==> config.mk <==
export PLATFORM = sky130hd
export DESIGN_NAME = aper_length_stream_deframer_flat
export DESIGN_NICKNAME = d
export VERILOG_FILES = /design/src/sv/alsd_pkg.sv /design/src/sv/alsd_if.sv /design/src/sv/alsd_cfg_regs.sv /design/src/sv/alsd_frame_core.sv /design/src/sv/aper_length_stream_deframer.sv /design/src/flat_wrapper.sv
export SDC_FILE = /design/constraint.sdc
export NUM_CORES = 1
export LEC_CHECK = 0
export BUFFER_PORTS_ARGS = -buffer_cell sky130_fd_sc_hd__buf_2
export CAP_MARGIN = 10
export CORE_MARGIN = 3
export CORE_UTILIZATION = 51
export DETAILED_ROUTE_END_ITERATION = 6
export PLACE_DENSITY = 0.77
export SYNTH_ARGS = -nofsm -noshare
export SYNTH_HDL_FRONTEND = slang
export SYNTH_HIERARCHICAL = 1
export SYNTH_SLANG_ARGS = --single-unit
==> constraint.sdc <==
create_clock -name clk -period 4.17 [get_ports clk]
set_clock_uncertainty 0.2 [all_clocks]
set_input_delay 0.6255 -clock clk [delete_from_list [all_inputs] [get_ports clk]]
set_output_delay 0.6255 -clock clk [all_outputs]
set_load 0.05 [all_outputs]
==> src/sv/alsd_pkg.sv <==
// Shared types and constants for the APER length-stream deframer.
// No dependencies; every other file of the block uses this package.
package alsd_pkg;

  // Configuration port geometry: one 32-bit register at byte address 0.
  localparam int CFG_ADDR_W = 3;
  localparam int CFG_DATA_W = 32;
  localparam logic REG_MAX_MESSAGE_BYTES = 1'b0;

  localparam int MAX_MSG_W = 16;
  localparam logic [MAX_MSG_W-1:0] MAX_MSG_RESET = 16'hFFFF;

  // Body octets still to come: a fragment carries at most 4 * 16384 octets.
  localparam int REM_W = 17;
  localparam int FRAG_SHIFT = 14;
  localparam logic [5:0] MAX_FRAG_MULT = 6'd4;

  // Determinant octet classes.
  localparam logic [7:0] DET_CLASS_MASK = 8'hC0;
  localparam logic [7:0] DET_LONG_TAG = 8'h80;
  localparam logic [7:0] DET_VALUE_MASK = 8'h3F;

  typedef enum logic [1:0] {
    ERR_NONE     = 2'd0,
    ERR_BAD_DET  = 2'd1,
    ERR_OVERSIZE = 2'd2
  } framing_err_t;

  typedef struct packed {
    logic [7:0]   byte_out;
    logic         message_start;
    logic         message_end;
    framing_err_t framing_error;
  } result_t;

endpackage

==> src/sv/alsd_if.sv <==
// Stream channel interfaces for the deframer: octets in, marked octets out.
// Depends on alsd_pkg for the error code type.
interface alsd_in_if;
  logic       valid;
  logic       ready;
  logic [7:0] byte_in;

  modport source (output valid, output byte_in, input ready);
  modport sink (input valid, input byte_in, output ready);
endinterface

interface alsd_out_if;
  logic                  valid;
  logic                  ready;
  logic [7:0]            byte_out;
  logic                  message_start;
  logic                  message_end;
  alsd_pkg::framing_err_t framing_error;

  modport source (output valid, output byte_out, output message_start,
                  output message_end, output framing_error, input ready);
  modport sink (input valid, input byte_out, input message_start,
                input message_end, input framing_error, output ready);
endinterface

==> src/sv/alsd_cfg_regs.sv <==
// APB-style register file of the deframer: holds the message length limit.
// Depends on alsd_pkg.
module alsd_cfg_regs (
  input  logic                             clk,
  input  logic                             rst_n,
  input  logic                             psel,
  input  logic                             penable,
  input  logic                             pwrite,
  input  logic [alsd_pkg::CFG_ADDR_W-1:0]  paddr,
  input  logic [alsd_pkg::CFG_DATA_W-1:0]  pwdata,
  output logic [alsd_pkg::CFG_DATA_W-1:0]  prdata,
  output logic                             pready,
  output logic [alsd_pkg::MAX_MSG_W-1:0]   max_message_bytes
);
  import alsd_pkg::*;

  logic [MAX_MSG_W-1:0] max_msg_r;
  logic                 reg_sel;
  logic                 wr_en;

  // Word index of the register; the low address bits are ignored.
  assign reg_sel = (paddr[CFG_ADDR_W-1] == REG_MAX_MESSAGE_BYTES);
  assign wr_en   = psel && penable && pwrite && pready && reg_sel;
  assign pready  = 1'b1;

  always_ff @(posedge clk) begin
    if (!rst_n) begin
      max_msg_r <= MAX_MSG_RESET;
    end else if (wr_en) begin
      max_msg_r <= pwdata[MAX_MSG_W-1:0];
    end
  end

  always_comb begin
    prdata = '0;
    if (reg_sel) begin
      prdata = {{(CFG_DATA_W-MAX_MSG_W){1'b0}}, max_msg_r};
    end
  end

  assign max_message_bytes = max_msg_r;

endmodule

==> src/sv/alsd_frame_core.sv <==
// Framing state machine: decodes header and length determinants of one octet
// and updates the message state when that octet moves on. Depends on alsd_pkg.
module alsd_frame_core #(
  parameter int HEADER_BYTES = 3
) (
  input  logic                           clk,
  input  logic                           rst_n,
  input  logic                           step,
  input  logic [7:0]                     byte_in,
  input  logic [alsd_pkg::MAX_MSG_W-1:0] max_message_bytes,
  output alsd_pkg::result_t              result
);
  import alsd_pkg::*;

  typedef enum logic [1:0] {
    PH_HEADER = 2'd0,
    PH_DET1   = 2'd1,
    PH_DET2   = 2'd2,
    PH_BODY   = 2'd3
  } phase_t;

  localparam logic [1:0] HDR_LIMIT = 2'(HEADER_BYTES);
  localparam phase_t IDLE_PHASE = (HEADER_BYTES == 0) ? PH_DET1 : PH_HEADER;

  phase_t               phase_r, phase_nxt;
  logic [1:0]           hdr_cnt_r, hdr_cnt_nxt;
  logic [5:0]           len_hi_r, len_hi_nxt;
  logic [REM_W-1:0]     rem_r, rem_nxt;
  logic                 more_r, more_nxt;
  logic [MAX_MSG_W-1:0] msg_cnt_r, msg_cnt_nxt;

  logic [MAX_MSG_W:0]   msg_inc;
  logic [1:0]           hdr_inc;
  logic [REM_W-1:0]     rem_dec;
  logic [5:0]           frag_mult;
  logic [13:0]          long_len;
  logic                 end_flag;
  framing_err_t         err;

  always_comb begin
    phase_nxt   = phase_r;
    hdr_cnt_nxt = hdr_cnt_r;
    len_hi_nxt  = len_hi_r;
    rem_nxt     = rem_r;
    more_nxt    = more_r;
    end_flag    = 1'b0;
    err         = ERR_NONE;

    msg_inc   = {1'b0, msg_cnt_r} + 17'd1;
    // An incremented count above the 16-bit limit is always flagged, so the
    // stored count never needs the extra bit.
    msg_cnt_nxt = msg_inc[MAX_MSG_W-1:0];
    hdr_inc   = hdr_cnt_r + 2'd1;
    rem_dec   = (rem_r == '0) ? rem_r : rem_r - 17'd1;
    frag_mult = byte_in[5:0] & DET_VALUE_MASK[5:0];
    long_len  = {len_hi_r, byte_in};

    if (msg_inc > {1'b0, max_message_bytes}) begin
      err = ERR_OVERSIZE;
    end else begin
      case (phase_r)
        PH_HEADER: begin
          hdr_cnt_nxt = hdr_inc;
          if (hdr_inc >= HDR_LIMIT) begin
            hdr_cnt_nxt = '0;
            phase_nxt   = PH_DET1;
          end
        end
        PH_DET1: begin
          if (!byte_in[7]) begin
            more_nxt = 1'b0;
            if (byte_in[6:0] == 7'd0) begin
              end_flag = 1'b1;
            end else begin
              rem_nxt   = REM_W'(byte_in[6:0]);
              phase_nxt = PH_BODY;
            end
          end else if ((byte_in & DET_CLASS_MASK) == DET_LONG_TAG) begin
            len_hi_nxt = frag_mult;
            phase_nxt  = PH_DET2;
          end else if (frag_mult == 6'd0 || frag_mult > MAX_FRAG_MULT) begin
            err = ERR_BAD_DET;
          end else begin
            rem_nxt   = REM_W'(frag_mult) << FRAG_SHIFT;
            more_nxt  = 1'b1;
            phase_nxt = PH_BODY;
          end
        end
        PH_DET2: begin
          more_nxt = 1'b0;
          if (long_len == 14'd0) begin
            end_flag = 1'b1;
          end else begin
            rem_nxt   = REM_W'(long_len);
            phase_nxt = PH_BODY;
          end
        end
        PH_BODY: begin
          rem_nxt = rem_dec;
          if (rem_dec == '0) begin
            if (more_r) begin
              phase_nxt = PH_DET1;
            end else begin
              end_flag = 1'b1;
            end
          end
        end
        default: begin
          phase_nxt = IDLE_PHASE;
        end
      endcase
    end

    // Completion or any error returns to the start of a new message.
    if (err != ERR_NONE || end_flag) begin
      phase_nxt   = IDLE_PHASE;
      hdr_cnt_nxt = '0;
      len_hi_nxt  = '0;
      rem_nxt     = '0;
      more_nxt    = 1'b0;
      msg_cnt_nxt = '0;
    end
  end

  assign result.byte_out      = byte_in;
  assign result.message_start = (msg_cnt_r == '0);
  assign result.message_end   = end_flag;
  assign result.framing_error = err;

  always_ff @(posedge clk) begin
    if (!rst_n) begin
      phase_r   <= IDLE_PHASE;
      hdr_cnt_r <= '0;
      len_hi_r  <= '0;
      rem_r     <= '0;
      more_r    <= 1'b0;
      msg_cnt_r <= '0;
    end else if (step) begin
      phase_r   <= phase_nxt;
      hdr_cnt_r <= hdr_cnt_nxt;
      len_hi_r  <= len_hi_nxt;
      rem_r     <= rem_nxt;
      more_r    <= more_nxt;
      msg_cnt_r <= msg_cnt_nxt;
    end
  end

  // The body phase is only ever entered with octets still to come.
  a_body_nonzero: assert property (@(posedge clk) disable iff (!rst_n)
    phase_r == PH_BODY |-> rem_r != '0)
    else $error("body phase with no octets remaining");

  // A finished or failed message leaves the octet count cleared.
  a_restart_clears: assert property (@(posedge clk) disable iff (!rst_n)
    step && (end_flag || err != ERR_NONE) |=> msg_cnt_r == '0 && phase_r == IDLE_PHASE)
    else $error("message state not cleared after end or error");

  // A message only starts from the idle phase with no header octets counted.
  a_start_idle: assert property (@(posedge clk) disable iff (!rst_n)
    step && msg_cnt_r == '0 |-> phase_r == IDLE_PHASE && hdr_cnt_r == '0 && !more_r)
    else $error("message start outside the idle phase");

endmodule

==> src/sv/aper_length_stream_deframer.sv <==
// APER length-stream deframer, top level.
//
// Octets of a byte stream enter on in_ch (valid/ready) and leave unchanged on
// out_ch, each with message_start, message_end and framing_error marks. A
// message is HEADER_BYTES header octets, then a length determinant (short,
// long, or fragment followed by a further determinant) and the body octets.
// A bad determinant, or a message longer than max_message_bytes, is flagged
// on the offending octet and the next octet begins a new message.
//
// The limit register sits at byte address 0 of the APB-style port; it must be
// written while the stream is quiet, which the block does not enforce. Reset
// restores a limit of 65535 and the header phase; no clearing pass is needed.
//
// An accepted octet waits in the input register, where the framing state is
// decoded, and its result then moves into the output register, from which the
// receiver takes it. One octet is accepted every cycle while the receiver does
// not stall; the single framing state update per octet sets that rate. When the
// receiver stalls, the output register holds its result and the input register
// takes one further octet before in_ch.ready falls.
module aper_length_stream_deframer #(
  parameter int HEADER_BYTES = 3
) (
  input  logic                             clk,
  input  logic                             rst_n,
  alsd_in_if.sink                          in_ch,
  alsd_out_if.source                       out_ch,
  input  logic                             psel,
  input  logic                             penable,
  input  logic                             pwrite,
  input  logic [alsd_pkg::CFG_ADDR_W-1:0]  paddr,
  input  logic [alsd_pkg::CFG_DATA_W-1:0]  pwdata,
  output logic [alsd_pkg::CFG_DATA_W-1:0]  prdata,
  output logic                             pready
);
  import alsd_pkg::*;

  logic                 s1_valid_r;
  logic [7:0]           s1_byte_r;
  logic                 out_valid_r;
  result_t              out_res_r;
  result_t              core_res;
  logic                 s1_adv;
  logic                 out_free;
  logic [MAX_MSG_W-1:0] max_msg;

  alsd_cfg_regs u_cfg (
    .clk               (clk),
    .rst_n             (rst_n),
    .psel              (psel),
    .penable           (penable),
    .pwrite            (pwrite),
    .paddr             (paddr),
    .pwdata            (pwdata),
    .prdata            (prdata),
    .pready            (pready),
    .max_message_bytes (max_msg)
  );

  alsd_frame_core #(
    .HEADER_BYTES (HEADER_BYTES)
  ) u_core (
    .clk               (clk),
    .rst_n             (rst_n),
    .step              (s1_adv),
    .byte_in           (s1_byte_r),
    .max_message_bytes (max_msg),
    .result            (core_res)
  );

  assign out_free    = !out_valid_r || out_ch.ready;
  assign s1_adv      = s1_valid_r && out_free;
  assign in_ch.ready = !s1_valid_r || s1_adv;

  always_ff @(posedge clk) begin
    if (!rst_n) begin
      s1_valid_r  <= 1'b0;
      out_valid_r <= 1'b0;
    end else begin
      if (in_ch.ready) begin
        s1_valid_r <= in_ch.valid;
      end
      if (out_free) begin
        out_valid_r <= s1_valid_r;
      end
    end
  end

  always_ff @(posedge clk) begin
    if (in_ch.valid && in_ch.ready) begin
      s1_byte_r <= in_ch.byte_in;
    end
    if (s1_adv) begin
      out_res_r <= core_res;
    end
  end

  assign out_ch.valid         = out_valid_r;
  assign out_ch.byte_out      = out_res_r.byte_out;
  assign out_ch.message_start = out_res_r.message_start;
  assign out_ch.message_end   = out_res_r.message_end;
  assign out_ch.framing_error = out_res_r.framing_error;

  // A waiting octet in the input register is never dropped by a stall.
  a_s1_held: assert property (@(posedge clk) disable iff (!rst_n)
    s1_valid_r && !s1_adv |=> s1_valid_r)
    else $error("input register lost a transaction");

  // The input side only blocks when both registers are occupied.
  a_ready_full: assert property (@(posedge clk) disable iff (!rst_n)
    !in_ch.ready |-> s1_valid_r && out_valid_r)
    else $error("input blocked with free register space");

  // A new result only appears when an octet moved out of the input register.
  a_out_from_s1: assert property (@(posedge clk) disable iff (!rst_n)
    $rose(out_valid_r) |-> $past(s1_valid_r))
    else $error("result appeared without a source transaction");

endmodule

==> src/flat_wrapper.sv <==
// flat-port wrapper written by rule: the top's interface ports become plain ports
module aper_length_stream_deframer_flat import alsd_pkg::*;
#(
  parameter int HEADER_BYTES = 3
)
  (clk, rst_n, psel, penable, pwrite, paddr, pwdata, prdata, pready, in_ch_valid, in_ch_byte_in, in_ch_ready, out_ch_valid, out_ch_byte_out, out_ch_message_start, out_ch_message_end, out_ch_framing_error, out_ch_ready);
  alsd_in_if in_ch_i ();
  alsd_out_if out_ch_i ();
  input  logic clk;
  input  logic rst_n;
  input  logic psel;
  input  logic penable;
  input  logic pwrite;
  input  logic [alsd_pkg::CFG_ADDR_W-1:0] paddr;
  input  logic [alsd_pkg::CFG_DATA_W-1:0] pwdata;
  output logic [alsd_pkg::CFG_DATA_W-1:0] prdata;
  output logic pready;
  input wire logic [$bits(in_ch_i.valid)-1:0] in_ch_valid;
  input wire logic [$bits(in_ch_i.byte_in)-1:0] in_ch_byte_in;
  output wire logic [$bits(in_ch_i.ready)-1:0] in_ch_ready;
  output wire logic [$bits(out_ch_i.valid)-1:0] out_ch_valid;
  output wire logic [$bits(out_ch_i.byte_out)-1:0] out_ch_byte_out;
  output wire logic [$bits(out_ch_i.message_start)-1:0] out_ch_message_start;
  output wire logic [$bits(out_ch_i.message_end)-1:0] out_ch_message_end;
  output wire logic [$bits(out_ch_i.framing_error)-1:0] out_ch_framing_error;
  input wire logic [$bits(out_ch_i.ready)-1:0] out_ch_ready;
  assign in_ch_i.valid = in_ch_valid;
  assign in_ch_i.byte_in = in_ch_byte_in;
  assign in_ch_ready = in_ch_i.ready;
  assign out_ch_valid = out_ch_i.valid;
  assign out_ch_byte_out = out_ch_i.byte_out;
  assign out_ch_message_start = out_ch_i.message_start;
  assign out_ch_message_end = out_ch_i.message_end;
  assign out_ch_framing_error = out_ch_i.framing_error;
  assign out_ch_i.ready = out_ch_ready;
  aper_length_stream_deframer #(.HEADER_BYTES(HEADER_BYTES)) u_core (.clk(clk), .rst_n(rst_n), .in_ch(in_ch_i), .out_ch(out_ch_i), .psel(psel), .penable(penable), .pwrite(pwrite), .paddr(paddr), .pwdata(pwdata), .prdata(prdata), .pready(pready));
endmodule
; Word level (Yosys, flattened, before mapping)
; Cells that the tools add are included.
[word_totals]
register_bits = 82
out_inout_bits = 47
[classes]
add_sub_neg = 3
n_lt_le_gt_ge = 3
n_eq_ne = 13
mux = 49
bitwise_logic = 1
n_reduce_logical = 30
[ops]
columns = cell, n
row1 = 2-to-1 mux 17 bit, 8
row2 = one-hot mux 17 bit (3 select lines), 1
row3 = zero test 17 bit, 2
row4 = 2-to-1 mux 16 bit, 2
row5 = 2-to-1 mux 2 bit, 15
row6 = 2-to-1 mux 6 bit, 5
row7 = adder 16 x 1 -> 17 bit (second input constant), 1
row8 = > comparator 17 x 16 -> 1 bit, 1
row9 = subtractor 17 x 1 -> 17 bit (second input constant), 1
row10 = zero test 16 bit, 1
row11 = 2-to-1 mux 1 bit, 15
row12 = zero test 14 bit, 1
row13 = != test 3 bit (second input constant), 4
row14 = AND reduction 5 bit, 2
row15 = nonzero test 2 bit, 5
row16 = != test 4 bit (second input constant), 2
row17 = one-hot mux 2 bit (4 select lines), 1
row18 = AND reduction 8 bit, 1
row19 = zero test 7 bit, 1
row20 = AND reduction 7 bit, 1
row21 = == test 2 bit (second input constant), 3
row22 = > comparator 6 x 3 -> 1 bit (second input constant), 1
row23 = zero test 6 bit, 1
row24 = logical AND 1 bit, 5
row25 = 15 further kinds, 19

; Depth between registers and ports, before layout
; Gate-level depths: netlist (run 1).
[logic_depth]
word_depth = 11
depth_mapped = 19
mapped_depth_nobuf = 16

; Cells and area by module
; The synthesis (run 1) kept the hierarchy.
[modules_own_cells]
columns = mod, n_inst, cells_per_inst, area_each_um2, seq_area_each_um2
row1 = alsd_frame_core, 1, 471, 3661.0, 880.8
row2 = alsd_cfg_regs, 1, 106, 987.2, 320.3
row3 = aper_length_stream_deframer, 1, 29, 704.4, 640.6

; Worst setup path after synthesis (run 1)
; No wires, ideal clock.
[synth_path]
kind = reg2reg
from = register u_core.u_core.msg_cnt_r[0]
to = register u_core.u_core.phase_r[1]
setup_time_ns = 0.061
arrival_ns = 3.931
t_required_ns = 3.909
slack_ns = -0.022
path_stages_with_launch = 19
cell_sequence = dfxtp_1 > ha_1 > and3_1 > clkbuf_1 > nand4_1 > nor2_1 > and3_1 > nand3_1 > xnor2_1 > ha_1 > a211oi_1 > o211ai_1 > a31o_2 > mux2_2 > a21oi_1 > nand3_1 > buf_2 > nor3b_1 > a32o_1
[synth_via]
elab_chain_len = 7
[synth_rtl]
columns = item, line
row1 = from (decl), alsd_frame_core.sv:30  ; logic [MAX_MSG_W-1:0] msg_cnt_r, msg_cnt_nxt;
row2 = from (signal assigned), alsd_frame_core.sv:144  ; msg_cnt_r <= msg_cnt_nxt;
row3 = adder 16 x 1 -> 17 bit *, alsd_frame_core.sv:49  ; msg_inc = {1'b0, msg_cnt_r} + 17'd1;
row4 = > comparator 17 x 16 -> 1 bit *, alsd_frame_core.sv:58  ; if (msg_inc > {1'b0, max_message_bytes}) begin
row5 = 2-to-1 mux 2 bit, alsd_frame_core.sv:58
row6 = nonzero test 2 bit, alsd_frame_core.sv:115  ; if (err != ERR_NONE || end_flag) begin
row7 = logical OR 1 bit, alsd_frame_core.sv:115
row8 = "!= test 5 bit (no source line), or another cell as far along", n/a
row9 = AND reduction 8 bit (no source line), n/a
row10 = to (signal assigned), alsd_frame_core.sv:139  ; phase_r <= phase_nxt;
row11 = to (decl), alsd_frame_core.sv:25  ; phase_t phase_r, phase_nxt;
; Every way passes the cells marked *; elsewhere a longest branch is shown, timed or not.
; A chain may end at the register's enable or synchronous reset.

; Worst setup path after layout (run 1)
[layout_path]
from = register u_core.u_core.msg_cnt_r[0]
to = register u_core.u_core.msg_cnt_r[10]
[layout_via]
elab_chain_len = 6
[layout_rtl]
columns = item, line
row1 = adder 16 x 1 -> 17 bit *, alsd_frame_core.sv:49
row2 = > comparator 17 x 16 -> 1 bit, alsd_frame_core.sv:58
row3 = 2-to-1 mux 2 bit, alsd_frame_core.sv:58
row4 = nonzero test 2 bit, alsd_frame_core.sv:115
row5 = logical OR 1 bit, alsd_frame_core.sv:115
row6 = 2-to-1 mux 16 bit *, alsd_frame_core.sv:115
; Marks and branches as above.

==> results of run 1 <==
-- through the flow --
| step | setup TNS [ps] | area (sq um) | hold WS (ps) |
|---|---|---|---|
| 3_3_place_gp | 0 | 5680 | 280 |
| 5_1_grt | -37.2 | 5910 | 212 |
| 4_1_cts | 0 | 5870 | 216 |
| 6_report | 0 | 5910 | 234 |
| 3_5_place_dp | 0 | 5680 | 285 |
| 2_1_floorplan | 0 | 5410 | 261 |
-- worst paths after layout --
path | slack [ps] | cells past startpoint | from | to
max | 200 | 17 | u_core/u_core/msg_cnt_r[0]$_SDFFE_PN0P_ | u_core/u_core/msg_cnt_r[10]$_SDFFE_PN0P_
min | 230 | 1 | in_ch_byte_in[7] | u_core/s1_byte_r[7]$_DFFE_PP_
max reg2reg | 200 | 17 | u_core/u_core/msg_cnt_r[0]$_SDFFE_PN0P_ | u_core/u_core/msg_cnt_r[10]$_SDFFE_PN0P_
min reg2reg | 300 | 2 | u_core/u_core/rem_r[16]$_SDFFE_PN0P_ | u_core/u_core/rem_r[16]$_SDFFE_PN0P_
-- power groups by stage --
stage	combinational [mW]	sequential, mW	clock (mW)
after floorplan	0.170	0.880	0
after global placement	0.218	0.868	0
after detailed placement	0.222	0.869	0
after CTS	0.223	0.851	0.597
after global routing	0.241	0.853	0.624
final	0.225	0.851	0.583
-- kinds of logic after synthesis --
logic type | Yosys count | share of synthesized area
AOI/OAI and AO/OA | 118 | 0.159
adders and majority gates | 26 | 0.0603
buffers and inverters | 94 | 0.0961
xor gates and xnor gates | 19 | 0.0311
other | 2 | 0.00140
and+or+nand+nor | 243 | 0.266
muxes | 22 | 0.0421
DFF | 82 | 0.344
-- layer usage --
metal / global-route usage / vias up / wire length, microns
met5: 0 / - / 0
met4: 0.0920 / 0 / 247
met3: 0.0328 / 23 / 965
met2: 0.355 / 197 / 6050
met1: 0.312 / 2215 / 5840
li1: - / 2236 / -
-- placed cells by master (no fill, tap or decap), types with 4 or more instances in the layout --
cell       instances
nand4_1            9
nor2b_1           46
xor2_1            10
o21ai_0           11
o21a_1            13
a21oi_1           16
a22oi_1            7
a2bb2oi_1          4
or4_1              7
nor3b_1            5
nand3_1           13
nor2_1            29
inv_1             34
buf_2             61
ha_1              24
and2b_2            6
o21ai_1           12
edfxtp_1          20
and2_1             4
clkbuf_8           9
buf_4             18
xnor2_1            9
nand3b_1          10
a32o_1            13
o22ai_1            7
nor4_2             4
mux2_2             4
conb_1            17
nor3_1            18
nand2_1           50
and3_1             6
dfxtp_1           60
nor4_1            11
mux2i_1           18
or3_1              5
-- cell type report --
| class | instances | area share |
|---|---|---|
| tap | 133 | 0.0281 |
| clock inverter | 6 | 0.0110 |
| inverter | 34 | 0.0216 |
| sequential | 82 | 0.312 |
| timing repair buffer | 81 | 0.0812 |
| clock buffer | 10 | 0.0216 |
| multi-input combinational | 445 | 0.525 |
-- worst max-delay path, stage by stage, from the launching register on --
cell and delay (ps):
dfxtp_2 360, ha_2 210, and3_1 180, nand4_1 150, nor2_1 160, and3_2 240
nand3_1 100, xnor2_1 230, ha_1 310, nand2_1 80, o211ai_1 80, a31o_2 280
nand4b_1 280, a21oi_4 340, nand2_4 150, buf_4 190, o21a_1 180, o22ai_1 170
-- what timing repair did --
item,CTS,global route
resized for setup,0,12
hold buffers,0,0
setup endpoints to repair,0,27
-- state kept, by name, indices dropped and copies added, names as in the netlist --
signal and count:
u_core/u_core/hdr_cnt_r 2, u_core/out_ch.framing_error 2, u_core/u_core/msg_cnt_r 16, u_core/u_core/len_hi_r 6
u_core/u_core/more_r 1, u_core/u_cfg/max_message_bytes 16, u_core/u_core/phase_r 2, u_core/out_ch.message_end 1
u_core/out_ch.valid 1, u_core/out_ch.byte_out 8, u_core/s1_byte_r 8, u_core/u_core/rem_r 17
u_core/s1_valid_r 1, u_core/out_ch.message_start 1
==> impl_metrics.yaml, run 1 <==
logic_synthesis:
  synthTopCellsByCount: "dfxtp_1, nand2_1, nor2b_1"
  synth_cell_type_count: 73
  ys_warn_count: 6
  synth_edf_count: 20
  synth.top_cell.area_share: 0.232
  syn_area_per_cell_sq_um: 8.83
  synth_area_sq_um: 5350
  netlist_instances: 606
  ys_ff_latch: 82
  synthFlopType: "dfxtp_1"
  synthTopCellsByArea: "dfxtp_1, edfxtp_1, ha_1"
  ys_async_sr_fraction: 0
  yosysSeqAreaShare: 0.344
  synth_area_leader_cell: "dfxtp_1"
  synth.most_common_cell: "dfxtp_1"
placed_design:
  dp_hpwl_microns: 9260
  dp_cells: 775
  io_buffers: 61
  finalWeightedCongestion: 0.877
  post-place-ws_ps: 56.4
clock_network:
  cts_setup_buffers: 0
  clkLatencyLatePin_ps: 370
  cts_root_buffer: "clkbuf_8"
  clock_sinks: 82
  cts_buffer_depth: 2
  clkTransAtPathRegs_ps: 80
  cts_tree: "done"
  cts_htree_levels: 3
  cts_buffers: 9
pwr:
  power_frac_clock: 0.351
  switchingPower_mw: 0.484
  pwr-share-comb: 0.136
  p_leak_nw: 2.52
  power_frac_seq: 0.513
  swShare: 0.292
  vdd_drop_max_mv: 0.212
  internal_power_mw: 1.17
  fin_total_pwr_mw: 1.66
  power_density_nw_per_um2: 281
drt:
  first_iter_violations: 455
  via_per_inst: 5.91
  wl_per_cell_microns: 16.6
  routed_wirelength_microns: 13100
  ant_nets: 0
  vias: 4671
  drc: 0
  drtPass1Iterations: 5
global_routing:
  grt_pass1_wl_microns: 20900
  antenna_found_initial: 0
  grt_pass1_vias: 4259
  grt_max_degree: 66
  grt_usage: 0.226
  grt.overflow.total: 0
layout:
  fin_nets: 728
  final_util: 0.591
  stdcell_count: 791
  multi_input_area_sq_um: 3100
  fillers: 893
  diodes: 0
  drive_gt1_frac: 0.199
  syn_to_final_growth_pct: 10.5
  ff_latch_area_sq_um: 1840
timing:
  worst_pin_slew_ps: 941
  fin_crit_sh: 0.952
  final.min_clock_period_ps: 3970
  setup_violations: 0
  timing.final.ws_setup_ps: 201
  relSlewSlack: 0.372
  finalMaxSlewViolations: 0
  fmax_ghz: 0.252
  hold_viol_final: 0
floorplan:
  row_count: 36
  core-area_sq_um: 10000
  die_w_microns: 108
  ios: 97
  start_util: 0.535
  dieHeight_microns: 108
  die_area_sq_um: 11800
setup_path:
  startpoint_type: "flip-flop"
  endpoint_kind: "flip-flop"
  critPathArrivalTime_ps: 4060
  critPathKind: "reg2reg"
  required_ps: 4260
  crit_fanout: 10
job:
  drv_cap: 0
run_status:
  status: "finished, final reports clean"
worst_hold_path:
  hold_class: "in2reg"
(Power assumes the default switching activity.)
==> inputs of run 2 (changes only) <==
--- a/config.mk
+++ b/config.mk
@@ -8,9 +8,9 @@
 export BUFFER_PORTS_ARGS = -buffer_cell sky130_fd_sc_hd__buf_2
 export CAP_MARGIN = 10
 export CORE_MARGIN = 3
-export CORE_UTILIZATION = 51
+export CORE_UTILIZATION = 61
 export DETAILED_ROUTE_END_ITERATION = 6
-export PLACE_DENSITY = 0.77
+export PLACE_DENSITY = 0.86
 export SYNTH_ARGS = -nofsm -noshare
 export SYNTH_HDL_FRONTEND = slang
 export SYNTH_HIERARCHICAL = 1
==> constraint.sdc (replaced) <==
create_clock -name clk -period 4.7 [get_ports clk]
set_clock_uncertainty 0.2 [all_clocks]
set_input_delay 0.705 -clock clk [delete_from_list [all_inputs] [get_ports clk]]
set_output_delay 0.705 -clock clk [all_outputs]
set_load 0.05 [all_outputs]
==> run 2 against run 1 <==
Net effect: largest cell class unchanged; total power is 2.1% lower; wire length is 4.2% higher; setup slack better by 150 ps.
==> impl_metrics.yaml, run 2 (synthesized netlist as in run 1, its figures left out) <==
layout:
  final_util: 0.697
  largest_reg_flops: 17
  final_common_cell: "dfxtp_1"
  drive_gt1_frac: 0.183
  diodes: 0
  final_cell_mix: "dfxtp_1, buf_2, nand2_1"
  regMostFlops: "u_core/u_core/rem_r"
  fin_nets: 721
  syn_to_final_growth_pct: 9.12
  stdcell_count: 756
run_status:
  status: "finished, final reports clean"
clock_network:
  clkLatencyLatePin_ps: 350
  clkTransAtPathRegs_ps: 80
  cts_htree_levels: 3
  cts_buffer_depth: 2
  cts_tree: "done"
  cts_hold_buffers: 0
  cts_root_buffer: "clkbuf_8"
  clock_sinks: 82
  cts_buffers: 9
job:
  drv_cap: 0
floorplan:
  dieHeight_microns: 99.7
  ios: 97
  start_util: 0.639
  core-area_sq_um: 8380
  row_count: 33
  die_area_sq_um: 9940
  die_w_microns: 99.7
drt:
  wl_per_cell_microns: 18.1
  ant_nets: 0
  vias: 4709
  first_iter_violations: 480
  via_per_inst: 6.23
  drc: 0
  routed_wirelength_microns: 13700
  drtPass1Iterations: 6
timing:
  final.min_clock_period_ps: 4350
  relSlewSlack: 0.370
  fmax_ghz: 0.230
  setup_violations: 0
  hold_viol_final: 0
  holdWs_ps: 315
  finalMaxSlewViolations: 0
  worst_pin_slew_ps: 944
  grt_setup_unrepaired: "false"
  finalSetupTns_ps: 0
  fin_crit_sh: 0.926
placed_design:
  dp_cells: 740
  finalWeightedCongestion: 0.913
  dp_hpwl_microns: 9540
  io_buffers: 61
setup_path:
  crit_fanout: 8
  critPathKind: "reg2reg"
  required_ps: 4790
  endpoint_kind: "flip-flop"
  startpoint_type: "flip-flop"
  critPathArrivalTime_ps: 4440
global_routing:
  grt_pass1_wl_microns: 22000
  grt_pass1_vias: 4437
  antenna_found_initial: 0
  grt_max_degree: 46
  grt_usage: 0.277
  grt.overflow.total: 0
pwr:
  fin_total_pwr_mw: 1.62
  p_leak_nw: 2.51
  power_density_nw_per_um2: 278
  power_frac_seq: 0.465
  vdd_drop_max_mv: 0.174
  pwr-share-comb: 0.123
  internal_power_mw: 1.20
  switchingPower_mw: 0.424
  swShare: 0.261
  power_frac_clock: 0.412
worst_hold_path:
  hold_class: "reg2reg"
## run 2: cell types whose count changed in the layout (fill, tap and decap cells not counted), sizes merged
cell and delta:
buf -7, bufinv +3, inv -2, clkbuf -1
## run 2: path summary, 6_finish.rpt
path | end | slack, ps | cells past startpoint | startpoint
worst max-delay path | u_core/u_core/msg_cnt_r[0]$_SDFFE_PN0P_ | 350 | 18 | u_core/u_core/msg_cnt_r[1]$_SDFFE_PN0P_
worst min-delay path | u_core/u_core/rem_r[5]$_SDFFE_PN0P_ | 320 | 2 | u_core/u_core/rem_r[5]$_SDFFE_PN0P_
worst max register to register | u_core/u_core/msg_cnt_r[0]$_SDFFE_PN0P_ | 350 | 18 | u_core/u_core/msg_cnt_r[1]$_SDFFE_PN0P_
worst min register to register | u_core/u_core/rem_r[5]$_SDFFE_PN0P_ | 320 | 2 | u_core/u_core/rem_r[5]$_SDFFE_PN0P_
## run 2: worst max-delay path: stages (launching register included)
cell      delay [ps]
dfxtp_1          400
ha_1             250
and3_1           290
nand4_1          170
nor2_2           200
and3_1           260
nand3_1          120
xnor2_1          170
ha_1             200
a211oi_1         220
o211ai_1         110
a31o_2           270
mux2_2           290
a21oi_1          190
buf_4            160
nand3_1          170
buf_4            230
mux2_2           270
nor2_1            80
## run 2: through the flow
stage          cell area (sq um)  setup slack, ps
6_report                    5840              347
5_1_grt                     5840             42.0
4_1_cts                     5820              294
3_5_place_dp                5560              399
3_3_place_gp                5560              453
2_1_floorplan               5410              508
## run 2: repair_timing
| item | CTS | global route |
|---|---|---|
| resized for setup | 0 | 3 |
| buffers inserted | 0 | 0 |
| endpoints found under the setup margin | 0 | 9 |
## run 2: layout make-up
type / count / area (sq um)
Tap cell: 105 / 131
Clock buffer: 9 / 124
Timing Repair Buffer: 74 / 403
Inverter: 34 / 128
Multi-Input combinational cell: 445 / 3070
Fill cell: 634 / 2540
Sequential cell: 82 / 1840
Clock inverter: 7 / 141
## run 2: power groups by stage
stage | clock (mW) | sequential (mW) | combinational, mW
CTS | 0.674 | 0.754 | 0.197
global placement | 0 | 0.769 | 0.191
global route | 0.704 | 0.756 | 0.212
floorplan | 0 | 0.781 | 0.151
detailed placement | 0 | 0.770 | 0.196
finish | 0.669 | 0.755 | 0.199
## run 2: layer usage
metal | routed length (microns) | vias to the layer above | GRT usage
met5 | 0 | - | 0
met1 | 6060 | 2195 | 0.383
met4 | 318 | 0 | 0.0966
met2 | 6250 | 257 | 0.441
met3 | 1030 | 41 | 0.0407
li1 | - | 2216 | -
